### config.mk
export PLATFORM = sky130hd
export DESIGN_NAME = deque_with_cursor_flat
export DESIGN_NICKNAME = d
export VERILOG_FILES = /design/src/hw/rtl/dwc_pkg.sv /design/src/hw/rtl/dwc_req_if.sv /design/src/hw/rtl/dwc_rsp_if.sv /design/src/hw/rtl/dwc_ctrl.sv /design/src/hw/rtl/dwc_dp.sv /design/src/hw/rtl/deque_with_cursor.sv /design/src/flat_wrapper.sv
export VERILOG_INCLUDE_DIRS = /design/src /design/src/hw/rtl
export SDC_FILE = /design/constraint.sdc
export NUM_CORES = 1
export LEC_CHECK = 0
export ABC_AREA = 1
export BUFFER_PORTS_ARGS = -buffer_cell sky130_fd_sc_hd__clkbuf_2
export CAP_MARGIN = 20
export CORE_UTILIZATION = 59
export DETAILED_ROUTE_END_ITERATION = 7
export PLACE_DENSITY = 0.76
export REMOVE_ABC_BUFFERS = 1
export SYNTH_ARGS = -nofsm -noshare
export SYNTH_HDL_FRONTEND = slang
export SYNTH_HIERARCHICAL = 1
export SYNTH_SLANG_ARGS = --single-unit
### constraint.sdc
create_clock -name clk -period 9 [get_ports clk]
set_input_delay 1.8 -clock clk [delete_from_list [all_inputs] [get_ports clk]]
set_output_delay 1.8 -clock clk [all_outputs]
set_load 0.05 [all_outputs]
### src/hw/rtl/deque_with_cursor_macros.svh
`ifndef DEQUE_WITH_CURSOR_MACROS_SVH
`define DEQUE_WITH_CURSOR_MACROS_SVH

// cons must hold in the cycle where ante holds
`define DWC_ASSERT_SAME(label, ante, cons) \
  label: assert property (@(posedge clk) disable iff (rst) (ante) |-> (cons)) \
    else $error("dwc check failed");

// cons must hold in the cycle after ante holds
`define DWC_ASSERT_NEXT(label, ante, cons) \
  label: assert property (@(posedge clk) disable iff (rst) (ante) |=> (cons)) \
    else $error("dwc check failed");

`endif

### src/hw/rtl/dwc_pkg.sv
package dwc_pkg;

  localparam int WORD_W = 32;
  localparam int TYPE_W = 3;
  localparam int STAT_W = 2;

  localparam logic [TYPE_W-1:0] REQ_PUSH_LEFT  = 3'd0;
  localparam logic [TYPE_W-1:0] REQ_PUSH_RIGHT = 3'd1;
  localparam logic [TYPE_W-1:0] REQ_POP_LEFT   = 3'd2;
  localparam logic [TYPE_W-1:0] REQ_POP_RIGHT  = 3'd3;
  localparam logic [TYPE_W-1:0] REQ_CUR_LEFT   = 3'd4;
  localparam logic [TYPE_W-1:0] REQ_CUR_RIGHT  = 3'd5;
  localparam logic [TYPE_W-1:0] REQ_SET        = 3'd6;
  localparam logic [TYPE_W-1:0] REQ_PEEK       = 3'd7;

  localparam logic [STAT_W-1:0] ST_OK    = 2'd0;
  localparam logic [STAT_W-1:0] ST_FULL  = 2'd1;
  localparam logic [STAT_W-1:0] ST_EMPTY = 2'd2;
  localparam logic [STAT_W-1:0] ST_END   = 2'd3;

  localparam logic [1:0] RD_POP    = 2'd0;
  localparam logic [1:0] RD_LEFT   = 2'd1;
  localparam logic [1:0] RD_RIGHT  = 2'd2;
  localparam logic [1:0] RD_CURSOR = 2'd3;

  typedef struct packed {
    logic       take;
    logic       rd_en;
    logic [1:0] rd_sel;
    logic       exec;
    logic       cap_left;
    logic       cap_right;
    logic       load_out;
  } dwc_cmd_t;

  typedef struct packed {
    logic out_free;
  } dwc_stat_t;

endpackage

### src/hw/rtl/dwc_req_if.sv
interface dwc_req_if;
  import dwc_pkg::*;

  logic                     valid;
  logic                     ready;
  logic [TYPE_W-1:0]        req_type;
  logic signed [WORD_W-1:0] value;

  modport source (output valid, req_type, value, input ready);
  modport sink (input valid, req_type, value, output ready);
endinterface

### src/hw/rtl/dwc_rsp_if.sv
interface dwc_rsp_if #(
  parameter int CW = 5
);
  import dwc_pkg::*;

  logic                     valid;
  logic                     ready;
  logic [STAT_W-1:0]        status;
  logic signed [WORD_W-1:0] popped;
  logic signed [WORD_W-1:0] left_value;
  logic signed [WORD_W-1:0] right_value;
  logic signed [WORD_W-1:0] cursor_value;
  logic [CW-1:0]            count;
  logic                     is_empty;

  modport source (output valid, status, popped, left_value, right_value, cursor_value,
                  count, is_empty, input ready);
  modport sink (input valid, status, popped, left_value, right_value, cursor_value,
                count, is_empty, output ready);
endinterface

### src/hw/rtl/dwc_ctrl.sv
module dwc_ctrl (
  input  logic              clk,
  input  logic              rst,
  input  logic              req_valid,
  output logic              req_ready,
  input  dwc_pkg::dwc_stat_t stat,
  output dwc_pkg::dwc_cmd_t  cmd
);
  import dwc_pkg::*;

  localparam logic [2:0] S_IDLE = 3'd0;
  localparam logic [2:0] S_POP  = 3'd1;
  localparam logic [2:0] S_EXEC = 3'd2;
  localparam logic [2:0] S_RDL  = 3'd3;
  localparam logic [2:0] S_RDR  = 3'd4;
  localparam logic [2:0] S_RDC  = 3'd5;
  localparam logic [2:0] S_CAP  = 3'd6;

  logic [2:0] state;
  logic [2:0] state_next;

  assign req_ready = (state == S_IDLE);

  always_comb begin
    state_next = state;
    cmd        = '0;
    case (state)
      S_IDLE: begin
        cmd.take = req_valid;
        if (req_valid) state_next = S_POP;
      end
      S_POP: begin
        cmd.rd_en  = 1'b1;
        cmd.rd_sel = RD_POP;
        state_next = S_EXEC;
      end
      S_EXEC: begin
        cmd.exec   = 1'b1;
        state_next = S_RDL;
      end
      S_RDL: begin
        cmd.rd_en  = 1'b1;
        cmd.rd_sel = RD_LEFT;
        state_next = S_RDR;
      end
      S_RDR: begin
        cmd.rd_en    = 1'b1;
        cmd.rd_sel   = RD_RIGHT;
        cmd.cap_left = 1'b1;
        state_next   = S_RDC;
      end
      S_RDC: begin
        cmd.rd_en     = 1'b1;
        cmd.rd_sel    = RD_CURSOR;
        cmd.cap_right = 1'b1;
        state_next    = S_CAP;
      end
      S_CAP: begin
        if (stat.out_free) begin
          cmd.load_out = 1'b1;
          state_next   = S_IDLE;
        end
      end
      default: begin
        state_next = S_IDLE;
      end
    endcase
  end

  always_ff @(posedge clk) begin
    if (rst) begin
      state <= S_IDLE;
    end else begin
      state <= state_next;
    end
  end

endmodule

### src/hw/rtl/dwc_dp.sv
`include "deque_with_cursor_macros.svh"

module dwc_dp #(
  parameter int DEPTH = 16,
  parameter int IW    = 4,
  parameter int CW    = 5
) (
  input  logic                              clk,
  input  logic                              rst,
  input  dwc_pkg::dwc_cmd_t                 cmd,
  output dwc_pkg::dwc_stat_t                stat,
  input  logic [dwc_pkg::TYPE_W-1:0]        req_type,
  input  logic signed [dwc_pkg::WORD_W-1:0] value,
  output logic                              rsp_valid,
  input  logic                              rsp_ready,
  output logic [dwc_pkg::STAT_W-1:0]        status,
  output logic signed [dwc_pkg::WORD_W-1:0] popped,
  output logic signed [dwc_pkg::WORD_W-1:0] left_value,
  output logic signed [dwc_pkg::WORD_W-1:0] right_value,
  output logic signed [dwc_pkg::WORD_W-1:0] cursor_value,
  output logic [CW-1:0]                     count,
  output logic                              is_empty
);
  import dwc_pkg::*;

  localparam logic [CW-1:0] FULL_CNT  = CW'(DEPTH);
  localparam logic [IW:0]   DEPTH_W   = (IW+1)'(DEPTH);
  localparam logic [IW-1:0] LAST_SLOT = IW'(DEPTH - 1);

  function automatic logic [IW-1:0] wrap_add(input logic [IW-1:0] base,
                                             input logic [IW-1:0] off);
    logic [IW:0] sum;
    sum = {1'b0, base} + {1'b0, off};
    if (sum >= DEPTH_W) sum = sum - DEPTH_W;
    return sum[IW-1:0];
  endfunction

  logic [WORD_W-1:0] mem [DEPTH];
  logic [WORD_W-1:0] rd_data;

  logic [IW-1:0]     head;
  logic [CW-1:0]     fill;
  logic [IW-1:0]     cursor;
  logic [TYPE_W-1:0] req_code;
  logic [WORD_W-1:0] wr_value;
  logic [STAT_W-1:0] item_status;
  logic [WORD_W-1:0] item_popped;
  logic [WORD_W-1:0] left_word;
  logic [WORD_W-1:0] right_word;

  logic [IW-1:0]     head_next;
  logic [CW-1:0]     fill_next;
  logic [IW-1:0]     cursor_next;
  logic [STAT_W-1:0] st_new;
  logic [WORD_W-1:0] pop_word;
  logic              wr_en;
  logic [IW-1:0]     wr_addr;
  logic [IW-1:0]     rd_addr;

  logic              empty;
  logic              full;
  logic [CW-1:0]     fill_m1;
  logic [CW-1:0]     fill_m2;
  logic [IW-1:0]     last_off;
  logic [IW-1:0]     head_dec;
  logic [IW-1:0]     head_inc;
  logic [CW-1:0]     cursor_w;

  assign empty    = (fill == '0);
  assign full     = (fill == FULL_CNT);
  assign fill_m1  = fill - CW'(1);
  assign fill_m2  = fill - CW'(2);
  assign last_off = fill_m1[IW-1:0];
  assign head_dec = (head == '0) ? LAST_SLOT : head - IW'(1);
  assign head_inc = (head == LAST_SLOT) ? '0 : head + IW'(1);
  assign cursor_w = CW'(cursor);

  assign stat.out_free = !rsp_valid || rsp_ready;

  always_comb begin
    case (cmd.rd_sel)
      RD_POP:    rd_addr = (req_code == REQ_POP_LEFT) ? head : wrap_add(head, last_off);
      RD_LEFT:   rd_addr = head;
      RD_RIGHT:  rd_addr = wrap_add(head, last_off);
      RD_CURSOR: rd_addr = wrap_add(head, cursor);
      default:   rd_addr = head;
    endcase
  end

  always_comb begin
    head_next   = head;
    fill_next   = fill;
    cursor_next = cursor;
    st_new      = ST_OK;
    pop_word    = '0;
    wr_en       = 1'b0;
    wr_addr     = head_dec;
    case (req_code)
      REQ_PUSH_LEFT: begin
        if (full) begin
          st_new = ST_FULL;
        end else begin
          head_next   = head_dec;
          wr_en       = 1'b1;
          wr_addr     = head_dec;
          cursor_next = empty ? '0 : cursor + IW'(1);
          fill_next   = fill + CW'(1);
        end
      end
      REQ_PUSH_RIGHT: begin
        if (full) begin
          st_new = ST_FULL;
        end else begin
          wr_en     = 1'b1;
          wr_addr   = wrap_add(head, fill[IW-1:0]);
          fill_next = fill + CW'(1);
          if (empty) cursor_next = '0;
        end
      end
      REQ_POP_LEFT: begin
        if (empty) begin
          st_new = ST_EMPTY;
        end else begin
          pop_word  = rd_data;
          head_next = head_inc;
          fill_next = fill_m1;
          if (cursor != '0) cursor_next = cursor - IW'(1);
          if (fill_m1 == '0) begin
            cursor_next = '0;
            head_next   = '0;
          end
        end
      end
      REQ_POP_RIGHT: begin
        if (empty) begin
          st_new = ST_EMPTY;
        end else begin
          pop_word  = rd_data;
          fill_next = fill_m1;
          if (fill_m1 == '0) begin
            cursor_next = '0;
            head_next   = '0;
          end else if (cursor_w >= fill_m1) begin
            cursor_next = fill_m2[IW-1:0];
          end
        end
      end
      REQ_CUR_LEFT: begin
        if (empty) begin
          st_new = ST_EMPTY;
        end else if (cursor == '0) begin
          st_new = ST_END;
        end else begin
          cursor_next = cursor - IW'(1);
        end
      end
      REQ_CUR_RIGHT: begin
        if (empty) begin
          st_new = ST_EMPTY;
        end else if (cursor_w + CW'(1) >= fill) begin
          st_new = ST_END;
        end else begin
          cursor_next = cursor + IW'(1);
        end
      end
      REQ_SET: begin
        if (empty) begin
          st_new = ST_EMPTY;
        end else begin
          wr_en   = 1'b1;
          wr_addr = wrap_add(head, cursor);
        end
      end
      REQ_PEEK: begin
        if (empty) st_new = ST_EMPTY;
      end
      default: begin
        if (empty) st_new = ST_EMPTY;
      end
    endcase
  end

  always_ff @(posedge clk) begin
    if (cmd.exec && wr_en) mem[wr_addr] <= wr_value;
    if (cmd.rd_en) rd_data <= mem[rd_addr];
  end

  always_ff @(posedge clk) begin
    if (rst) begin
      head   <= '0;
      fill   <= '0;
      cursor <= '0;
    end else if (cmd.exec) begin
      head   <= head_next;
      fill   <= fill_next;
      cursor <= cursor_next;
    end
  end

  always_ff @(posedge clk) begin
    if (rst) begin
      rsp_valid <= 1'b0;
    end else if (cmd.load_out) begin
      rsp_valid <= 1'b1;
    end else if (rsp_ready) begin
      rsp_valid <= 1'b0;
    end
  end

  always_ff @(posedge clk) begin
    if (cmd.take) begin
      req_code <= req_type;
      wr_value <= value;
    end
    if (cmd.exec) begin
      item_status <= st_new;
      item_popped <= pop_word;
    end
    if (cmd.cap_left) left_word <= rd_data;
    if (cmd.cap_right) right_word <= rd_data;
    if (cmd.load_out) begin
      status       <= item_status;
      popped       <= item_popped;
      left_value   <= empty ? '0 : left_word;
      right_value  <= empty ? '0 : right_word;
      cursor_value <= empty ? '0 : rd_data;
      count        <= fill;
      is_empty     <= empty;
    end
  end

  `DWC_ASSERT_SAME(a_cursor_in_range, fill != '0, cursor_w < fill)
  `DWC_ASSERT_SAME(a_empty_home, fill == '0, head == '0 && cursor == '0)
  `DWC_ASSERT_SAME(a_load_when_free, cmd.load_out, !rsp_valid || rsp_ready)
  `DWC_ASSERT_NEXT(a_pop_shrinks, cmd.exec && (req_code == REQ_POP_LEFT || req_code == REQ_POP_RIGHT) && fill != '0, fill == $past(fill) - CW'(1))

endmodule

### src/hw/rtl/deque_with_cursor.sv
// Bounded double-ended queue of signed 32-bit words held in a DEPTH-slot ring, with a
// cursor on one element. Each request word (push or pop at either end, cursor move,
// overwrite at the cursor, peek) yields one response word with the status, popped word,
// both end words, cursor word, count and empty flag after the request. A request is handled
// in full before the next one is taken: the slot memory has a single registered read port,
// so the popped word and then the left, right and cursor words are read one after another,
// with the pointer and slot update in between. The next request is taken as soon as the
// previous response sits in the output register; a response that is still held there
// stalls only the final step of the following request. Slots need no clearing after
// reset, so requests are taken in the first cycle after reset is released.
module deque_with_cursor #(
  parameter int DEPTH = 16
) (
  input  logic      clk,
  input  logic      rst,
  dwc_req_if.sink   req,
  dwc_rsp_if.source rsp
);
  import dwc_pkg::*;

  localparam int IW = $clog2(DEPTH);
  localparam int CW = $clog2(DEPTH + 1);

  dwc_cmd_t  cmd;
  dwc_stat_t stat;

  dwc_ctrl u_ctrl (
    .clk       (clk),
    .rst       (rst),
    .req_valid (req.valid),
    .req_ready (req.ready),
    .stat      (stat),
    .cmd       (cmd)
  );

  dwc_dp #(
    .DEPTH (DEPTH),
    .IW    (IW),
    .CW    (CW)
  ) u_dp (
    .clk          (clk),
    .rst          (rst),
    .cmd          (cmd),
    .stat         (stat),
    .req_type     (req.req_type),
    .value        (req.value),
    .rsp_valid    (rsp.valid),
    .rsp_ready    (rsp.ready),
    .status       (rsp.status),
    .popped       (rsp.popped),
    .left_value   (rsp.left_value),
    .right_value  (rsp.right_value),
    .cursor_value (rsp.cursor_value),
    .count        (rsp.count),
    .is_empty     (rsp.is_empty)
  );

endmodule

### src/flat_wrapper.sv
// flat-port wrapper written by rule: the top's interface ports become plain ports
module deque_with_cursor_flat import dwc_pkg::*;
#(
  parameter int DEPTH = 16
)
  (clk, rst, req_valid, req_req_type, req_value, req_ready, rsp_valid, rsp_status, rsp_popped, rsp_left_value, rsp_right_value, rsp_cursor_value, rsp_count, rsp_is_empty, rsp_ready);
  dwc_req_if req_i ();
  dwc_rsp_if #(.CW((5))) rsp_i ();
  input  logic clk;
  input  logic rst;
  input wire logic [$bits(req_i.valid)-1:0] req_valid;
  input wire logic [$bits(req_i.req_type)-1:0] req_req_type;
  input wire logic [$bits(req_i.value)-1:0] req_value;
  output wire logic [$bits(req_i.ready)-1:0] req_ready;
  output wire logic [$bits(rsp_i.valid)-1:0] rsp_valid;
  output wire logic [$bits(rsp_i.status)-1:0] rsp_status;
  output wire logic [$bits(rsp_i.popped)-1:0] rsp_popped;
  output wire logic [$bits(rsp_i.left_value)-1:0] rsp_left_value;
  output wire logic [$bits(rsp_i.right_value)-1:0] rsp_right_value;
  output wire logic [$bits(rsp_i.cursor_value)-1:0] rsp_cursor_value;
  output wire logic [$bits(rsp_i.count)-1:0] rsp_count;
  output wire logic [$bits(rsp_i.is_empty)-1:0] rsp_is_empty;
  input wire logic [$bits(rsp_i.ready)-1:0] rsp_ready;
  assign req_i.valid = req_valid;
  assign req_i.req_type = req_req_type;
  assign req_i.value = req_value;
  assign req_ready = req_i.ready;
  assign rsp_valid = rsp_i.valid;
  assign rsp_status = rsp_i.status;
  assign rsp_popped = rsp_i.popped;
  assign rsp_left_value = rsp_i.left_value;
  assign rsp_right_value = rsp_i.right_value;
  assign rsp_cursor_value = rsp_i.cursor_value;
  assign rsp_count = rsp_i.count;
  assign rsp_is_empty = rsp_i.is_empty;
  assign rsp_i.ready = rsp_ready;
  deque_with_cursor #(.DEPTH(DEPTH)) u_core (.clk(clk), .rst(rst), .req(req_i), .rsp(rsp_i));
endmodule
======== After elaboration in Yosys (flattened, before gate mapping) ========
Memories as Yosys holds them, arrays and structs flattened. A register that Yosys moved wholly into a read port is not among the register bits.
Cells that the tools add are included.
word-level totals
  register bits ........................... 286
  bits in latches ......................... 0
  bits in writable memories ............... 512
  bits in read-only memories .............. 0
  input bits .............................. 39
  output and inout bits ................... 138
  word-level logic and storage cells ...... 153
  memories kept ........................... 1
memory list
  name             depth  width  read ports  clocked after Yosys merged registers in  write ports  RTL line      text
  u_core.u_dp.mem  16     32     1           1                                        1            dwc_dp.sv:38  logic [WORD_W-1:0] mem [DEPTH];
cells by class
  add/subtract/negate cells ............... 14
  multipliers ............................. 0
  div/mod/pow operators ................... 0
  order comparisons ....................... 5
  equal/unequal tests ..................... 34
  shifts and indexed selects .............. 0
  muxes and demuxes ....................... 59
  bitwise logic cells ..................... 0
  reductions and logical operators ........ 22
operator list
  operator                                                             count
  4-bit 2-to-1 mux                                                     27
  32-bit 2-to-1 mux                                                    1
  2-bit != test (second input constant)                                13
  4-bit one-hot mux with 6 select lines                                1
  3-bit == test (second input constant)                                7
  3-bit one-hot mux with 7 select lines                                1
  4-bit by 1-bit subtractor with 4-bit output (second input constant)  5
  4-bit one-hot mux with 4 select lines                                1
  4-bit by 4-bit adder with 5-bit output                               3
  5-bit >= comparator (second input constant)                          3
  1-bit 2-to-1 mux                                                     13
  13-bit AND reduction                                                 1
  3-bit by 2-bit == test with 1-bit output (second input constant)     4
  3-bit one-hot mux with 4 select lines                                1
  4-bit one-hot mux with 3 select lines                                1
  5-bit zero test                                                      2
  2-bit 2-to-1 mux                                                     5
  5-bit 2-to-1 mux                                                     2
  5-bit one-hot mux with 2 select lines                                1
  4-bit by 1-bit adder with 4-bit output (second input constant)       2
  4-bit zero test                                                      2
  2-bit one-hot mux with 4 select lines                                1
  4-bit one-hot mux with 2 select lines                                1
  3-bit by 1-bit == test with 1-bit output (second input constant)     2
  29 further kinds                                                     34

======== Logic depth before layout (Yosys ltp) ========
Gate-level depths: netlist (run 1).
  depth after elaboration ................. 6
  depth in mapped cells ................... 16
  gate-level depth less buffers ........... 15

======== By module ========
The synthesis (run 1) kept the hierarchy.
modules (own cells, without submodules)
  module    times used  cells an instance  area an instance (um2)  seq. area each (um2)
  dwc_dp    1           2,892              34,581.9                24,693.7
  dwc_ctrl  1           36                 202.7                   60.1

======== Worst setup path before layout (run 1) ========
OpenSTA, ideal clock, no wires.
  path type ............................... input-to-reg
  start ................................... input rsp_ready
  end ..................................... register u_core.u_dp.count[0], enable pin
  library setup time ...................... 634 ps
  arrival time ............................ 7,644 ps
  data required time ...................... 8,366 ps
  setup slack ............................. 721 ps
  cell stages on the path ................. 4
  buffers on the path ..................... 0
  cells stage by stage .................... inv_1 > nand2_1 > inv_1 > nor2_1
RTL lines
  what                  RTL line            text
  start, declared       flat_wrapper.sv:23  input wire logic [$bits(rsp_i.ready)-1:0] rsp_ready;
  end signal, assigned  dwc_dp.sv:227       count <= fill;
  end, declared         dwc_dp.sv:21        output logic [CW-1:0] count,

==> results.md, run 1 <==
- Syn Area/Cell: 11.9 µm²
- Fin cells: 3911
- Share of cells above drive strength 1: 0.116
- Final period util: 0.573
- WL per Instance: 20.7 µm
- Commonest register cell after synthesis: edfxtp_1
- Post-synth EDFFs: roughly 810
- Most frequent cells in the layout: edfxtp_1 (813), nand2_1 (576), nand3_1 (484)
- Chip width: 245 µm
- Via count: between 20k and 25k
- DRT Pass-1 Iters: 6
- Setup ws final: around 3800 ps
- CTS tree: done
- Sequential area share after synthesis: 0.712
- DR iter-0 viols: 2439
- Rows: 88
- Data required, critical path: 9380 ps
- Final Max Slew Viols: 0
- Min-delay worst type: reg -> reg
- Pwr per Cell Area: 236 nW/µm²
- Synth warn: 6
- Clock Power Share: 0.356
- Internal Power: approximately 6.7 mW
- Clock sink count: between 800 and 900
- Design Power: 9.20 mW
- Area growth syn-to-layout: 12.0%
- Most common cell after layout, fill and taps aside: edfxtp_1
- Worst ir drop on vdd: roughly 0.19 mV
- Initial antenna violation count: 0
- Critical path endpoint category: flip-flop
- Lkg Pwr: 16.0 nW
- Worst-path clk slew: 60 ps
- Core Util, Final: 0.671
- Die Y: 245 µm
- Vias per cell: between 5 and 6
- Reg area: 24800 µm²
- Core area: 58000 µm²
- Synth area leader: edfxtp_1
- Hold WS: 417 ps
- Max Cap Viol: 0
- Critical path class: reg -> reg
- DP HPWL: 43.7 mm
- First-pass GRT wire length: about 120 mm
- Gate Count Post-Synth: 2928
- Io pins: 177
- Synth area leaders: edfxtp_1 (70%), nand3_1 (7.0%), nand2_1 (6.2%)
- Slew @ Worst Pin: 1130 ps
- Post-CTS Setup Bufs: 0
- Routed WL: 81.0 mm
- DRT antenna net count: 0
- Clock Latency Late Sink: around 630 ps
- Combinational share of power: 0.148
- Clock Root Buffer: clkbuf_16
- Total CTS buffers: 83
- Final-report hold violation count: 0
- Initial Util: 0.599
- GPL Wtd Cong: 0.928
- Switching Share: 0.277
- Peak fanout along the critical path: 160
- Min cycle time layout: 5160 ps
- RSZ-0062 raised after global routing: false
- Max transition margin: 0.247
- CP startpoint kind: flip-flop
- Register share of total power: 0.497
- Hold_buf cts: 0
- Footprint of the multi-input gates: 7640 µm²
- Net Sw Power: 2.55 mW
- Dpl cells: between 3k and 4k
- Filler instances: 3960
- Distinct cells, synth: 34
- Ys async rst share: 0
- Final-report setup violation count: 0
- # DRC: 0
- Setup skew after layout: around 24 ps
- PostCTS Resize Cnt: 0
- Post-Syn Area: 34800 µm²
- Pre-CTS setup slack: 4010 ps
- H-tree depth: 3
- # port buffers: 176
- Final Cell Area: 39000 µm²
- FMAX: a little under 200 MHz
- Dpl cell area: 36400 µm²
- Number of global-route vias before repair: 21.8k
- Crit path DAT: 5530 ps
- Die ar.: 59900 µm²
- Status: completed
- # diodes: 0
- Overflow after GRT: 0
- Share of the synthesized area in the top cell type: 0.702
- Pin count of the biggest net entering global routing: 194
- Max Buffers Root-to-Sink: 3
- GRT Total Usage: 0.271
- Post-Route Setup TNS: 0 ps
- Fin nets: 3154
- Flops & latches, synth: 830
## worst max-delay path, stage by stage, from the launching register on
cell and delay, ps:
dfxtp_1 470, nand2_2 210, o21ai_0 470, nor2_1 260
nand3_4 130, buf_4 850, nand2_8 900, inv_2 290
buf_4 730, nand2_1 150, nand3_1 130, nand3_1 100
nand3_1 120, nand2_1 60
## state kept, by name, indices dropped and copies added (netlist names)
name and count:
u_core/u_dp/rsp_valid 1, u_core/u_dp/fill 5, u_core/u_dp/item_status 2, u_core/u_dp/left_word 32
u_core/u_dp/req_code 3, u_core/u_dp/cursor_value 32, u_core/u_dp/popped 32, u_core/u_dp/cursor 4
u_core/u_ctrl/state 3, u_core/u_dp/right_value 32, u_core/u_dp/count 5, u_core/u_dp/right_word 32
u_core/u_dp/head 4, u_core/u_dp/is_empty 1, u_core/u_dp/wr_value 32, u_core/u_dp/mem 512
u_core/u_dp/status 2, u_core/u_dp/left_value 32, u_core/u_dp/item_popped 32, u_core/u_dp/rd_data 32
## synth_stat cells, types with 2 or more instances
master and n:
fa_1 3, o31ai_1 2, edfxtp_1 813, nor2_1 86, nand3_2 3, dfxtp_1 17
o21ai_0 28, nand3_1 484, a211oi_1 2, inv_1 479, buf_6 17, buf_2 98
ha_1 29, nand3b_1 195, nand4_1 9, clkinv_1 2, xor2_1 11, o211ai_1 3
nand2_1 578, a21oi_1 21, inv_2 6, xnor2_1 3, nand2_2 2, buf_1 9
nor3_1 2, nor2_2 3, clkbuf_1 13, buf_4 4
## power groups by stage
stage | logic (mW) | clock network, mW | registers, mW
floorplan | 0.935 | 0 | 4.58
global placement | 1.27 | 0 | 4.64
detailed placement | 1.32 | 0 | 4.65
CTS | 1.33 | 3.32 | 4.57
global route | 1.48 | 3.46 | 4.58
finish | 1.36 | 3.27 | 4.57
## cell type report
class	instances	area share
Clock buffer	104	0.0564
Clock inverter	44	0.0102
Inverter	487	0.0470
Multi-Input combinational cell	1470	0.196
Sequential cell	830	0.635
Tap cell	765	0.0246
Timing Repair Buffer	211	0.0302
## per-layer routing
metal  vias to the layer above  GRT usage  part of all wire
met4                         0      0.114             0.032
met1                     10600      0.369              0.39
met5                         -          0                 0
li1                      10200          -                 -
met3                       181     0.0466              0.10
met2                      1245      0.435              0.47
## worst paths after layout
check                             start                 endpoint  slack (ps)  cells after the start
max              u_core/u_ctrl/state[2]  u_core/u_dp/rd_data[22]        3840                     13
min          u_core/u_dp/item_popped[4]    u_core/u_dp/popped[4]         420                      0
max reg2reg      u_core/u_ctrl/state[2]  u_core/u_dp/rd_data[22]        3840                     13
min reg2reg  u_core/u_dp/item_popped[4]    u_core/u_dp/popped[4]         420                      0
## kinds of logic after synthesis
family          Yosys count  synth area share
xor+xnor                 14           0.00353
flops                   830             0.712
compound gates           58           0.00888
fa+ha+maj                32            0.0122
simple gates           1366             0.188
buf+inv                 628            0.0754
Power figures use the tool's default switching activity.
==> inputs of run 2 (changes only) <==
--- a/config.mk
+++ b/config.mk
@@ -9,9 +9,9 @@
 export ABC_AREA = 1
 export BUFFER_PORTS_ARGS = -buffer_cell sky130_fd_sc_hd__clkbuf_2
 export CAP_MARGIN = 20
-export CORE_UTILIZATION = 59
+export CORE_UTILIZATION = 55
 export DETAILED_ROUTE_END_ITERATION = 7
-export PLACE_DENSITY = 0.76
+export PLACE_DENSITY = 0.75
 export REMOVE_ABC_BUFFERS = 1
 export SYNTH_ARGS = -nofsm -noshare
 export SYNTH_HDL_FRONTEND = slang
==> constraint.sdc (replaced) <==
create_clock -name clk -period 4.2 [get_ports clk]
set_input_delay 0.84 -clock clk [delete_from_list [all_inputs] [get_ports clk]]
set_output_delay 0.84 -clock clk [all_outputs]
set_load 0.05 [all_outputs]
==> run 2 against run 1 <==
Net effect: total power grew 120%; sequential power grew 110%; final cell count increased by 2.2%; fmax is 45% higher; clock power grew 120%; die area up 7.2%; via count decreased by 0.25%; critical path type unchanged; largest cell class unchanged.
==> results.md, run 2 (synthesized netlist as in run 1, its figures left out) <==
- Core area: 62100 µm² (+6.9%)
- Critical path class: reg -> reg
- CP startpoint kind: flip-flop
- FMAX: 281 MHz (+45%)
- DR iter-0 viols: 2553 (+4.7%)
- Min-delay worst type: in -> reg
- GPL Wtd Cong: 0.879 (-5.3%)
- Rows: 91 (+3.4%)
- Die ar.: 64300 µm² (+7.2%)
- Hold_buf cts: 0 (unchanged)
- First-pass GRT wire length: 123 mm (+0.59%)
- Final-report setup violation count: 0 (unchanged)
- # diodes: 0 (unchanged)
- Data required, critical path: 4690 ps (-4690 ps)
- H-tree depth: 3 (unchanged)
- Pwr per Cell Area: 506 nW/µm² (+110%)
- Final period util: 0.847 (+0.274)
- # DRC: 0 (unchanged)
- Chip width: 253 µm (+3.5%)
- CTS tree: done
- Total CTS buffers: 83 (unchanged)
- Hold_sp: req_value[30]
- Largest register FFs: 512 (unchanged)
- R2r worst-path depth: 13 (unchanged)
- Final Max Slew Viols: 0 (unchanged)
- RSZ-0062 raised after global routing: false
- Min cycle time layout: 3560 ps (-1600 ps)
- Pin count of the biggest net entering global routing: 193 (-0.52%)
- Clock sink count: 830 (unchanged)
- GRT Total Usage: 0.255 (-0.0159)
- Io pins: 177 (unchanged)
- Die Y: 253 µm (+3.5%)
- DP HPWL: 44.6 mm (+2.0%)
- Overflow after GRT: 0 (unchanged)
- Slew @ Worst Pin: 1300 ps (+172 ps)
- Dpl cell area: 36700 µm² (+0.99%)
- Max Buffers Root-to-Sink: 3 (unchanged)
- Clock Latency Late Sink: 640 ps (about the same)
- Max Cap Viol: 0 (unchanged)
- Post-Route Setup TNS: 0 ps (unchanged)
- Reg2reg setup slack: 640 ps (-3200 ps)
- Area growth syn-to-layout: 13.2%
- WL per Instance: 20.3 µm (-1.9%)
- Initial Util: 0.561 (-0.0389)
- Number of global-route vias before repair: 21.9k (+0.41%)
- Clock Root Buffer: clkbuf_16
- Fin nets: 3164 (+0.32%)
- Status: completed
- DRT antenna net count: 0 (unchanged)
- PostCTS Resize Cnt: 0 (unchanged)
- Initial antenna violation count: 1 (+1)
- Max transition margin: 0.132 (-0.115)
- Most frequent cells in the layout: edfxtp_1 (813), nand2_1 (576), nand3_1 (484)
- Setup skew after layout: 27.8 ps (+3.61 ps)
- Final-report hold violation count: 0 (unchanged)
- Hold path depth: 1 (+1)
- # port buffers: 176 (unchanged)
- Largest Register: u_core/u_dp/mem
- Worst-path clk slew: 60 ps (about the same)
- Share of cells above drive strength 1: 0.120 (+0.00392)
- Worst r2r dst: u_core/u_dp/rd_data[24]
- Crit path DAT: 4040 ps (-1490 ps)
- Post-CTS Setup Bufs: 0 (unchanged)
- Final Cell Area: 39400 µm² (+1.1%)
- Via count: 22.2k (-0.25%)
- Routed WL: 81.2 mm (+0.25%)
- Vias per cell: 5.55 (-2.4%)
- Peak fanout along the critical path: 43 (-73%)
- R2R Path Start: u_core/u_dp/fill[0]
- Worst ir drop on vdd: 0.325 mV (+75%)
- DRT Pass-1 Iters: 6 (unchanged)
- Hold Path Sink: u_core/u_dp/wr_value[30]
- Lkg Pwr: 16.2 nW (+0.95%)
- Most common cell after layout, fill and taps aside: edfxtp_1
- Critical path endpoint category: flip-flop
-- run 2: changes by cell type in the layout (fill, tap and decap cells not counted), moves of 2 or more --
cell        delta
buf_12        +18
buf_4          -7
clkbuf_1       -3
clkinv_1       +3
clkinv_2       +3
clkinvlp_4     -3
bufinv_16      +2
inv_16         +2
-- run 2: layout make-up --
type | count | area [µm²]
Sequential cell | 830 | 24800
Fill cell | 4501 | 22700
Multi-Input combinational cell | 1470 | 7630
Clock buffer | 101 | 2190
Inverter | 487 | 1830
Timing Repair Buffer | 221 | 1460
Tap cell | 837 | 1050
Clock inverter | 51 | 469
-- run 2: how the worst max path moves through the flow --
| stage | from | endpoint | slack [ps] | cells past startpoint |
|---|---|---|---|---|
| floorplan | u_core/u_ctrl/state[1] | u_core/u_dp/rd_data[0] | -9650 | 14 |
| global placement | u_core/u_dp/fill[0] | u_core/u_dp/rd_data[24] | 820 | 13 |
| detailed placement | u_core/u_dp/fill[0] | u_core/u_dp/rd_data[24] | 730 | 13 |
| CTS | u_core/u_dp/fill[0] | u_core/u_dp/rd_data[24] | 670 | 13 |
| global route | u_core/u_dp/fill[0] | u_core/u_dp/rd_data[24] | 460 | 13 |
| finish | u_core/u_dp/fill[0] | u_core/u_dp/rd_data[24] | 640 | 13 |
-- run 2: layer usage --
metal,GRT usage,routed length [µm],vias up
met3,0.0465,7510,187
met1,0.334,32000,10600
li1,-,-,10200
met4,0.102,2490,0
met5,0,0,-
met2,0.424,39100,1124
-- run 2: metrics by stage --
step                      total power, mW  hold slack (ps)  cells  utilization  setup WS [ps]
after floorplan                      11.8              400   2787            -          -9650
after global placement               12.7              405   3845        0.592            818
after detailed placement             12.8              405   3845        0.592            732
after CTS                            20.0              344   3997        0.634            668
after global routing                 20.6              357   3997        0.634            461
final                                19.9              376   3997        0.634            643
-- run 2: critical path: stages, from the launching register on --
cell	delay, ps
dfxtp_1	530
inv_1	190
ha_1	360
inv_1	90
fa_1	510
nand2_1	60
o211ai_1	170
nand2_1	150
nand2_4	490
buf_4	380
nand3_1	130
nand3_1	110
nand3_1	120
nand2_1	100
-- run 2: power by group --
group          internal (mW)  switching (mW)  total [mW]
sequential              9.49           0.308        9.80
combinational          0.833            2.10        2.93
clock                   4.11            3.09        7.20
total                   14.4            5.49        19.9
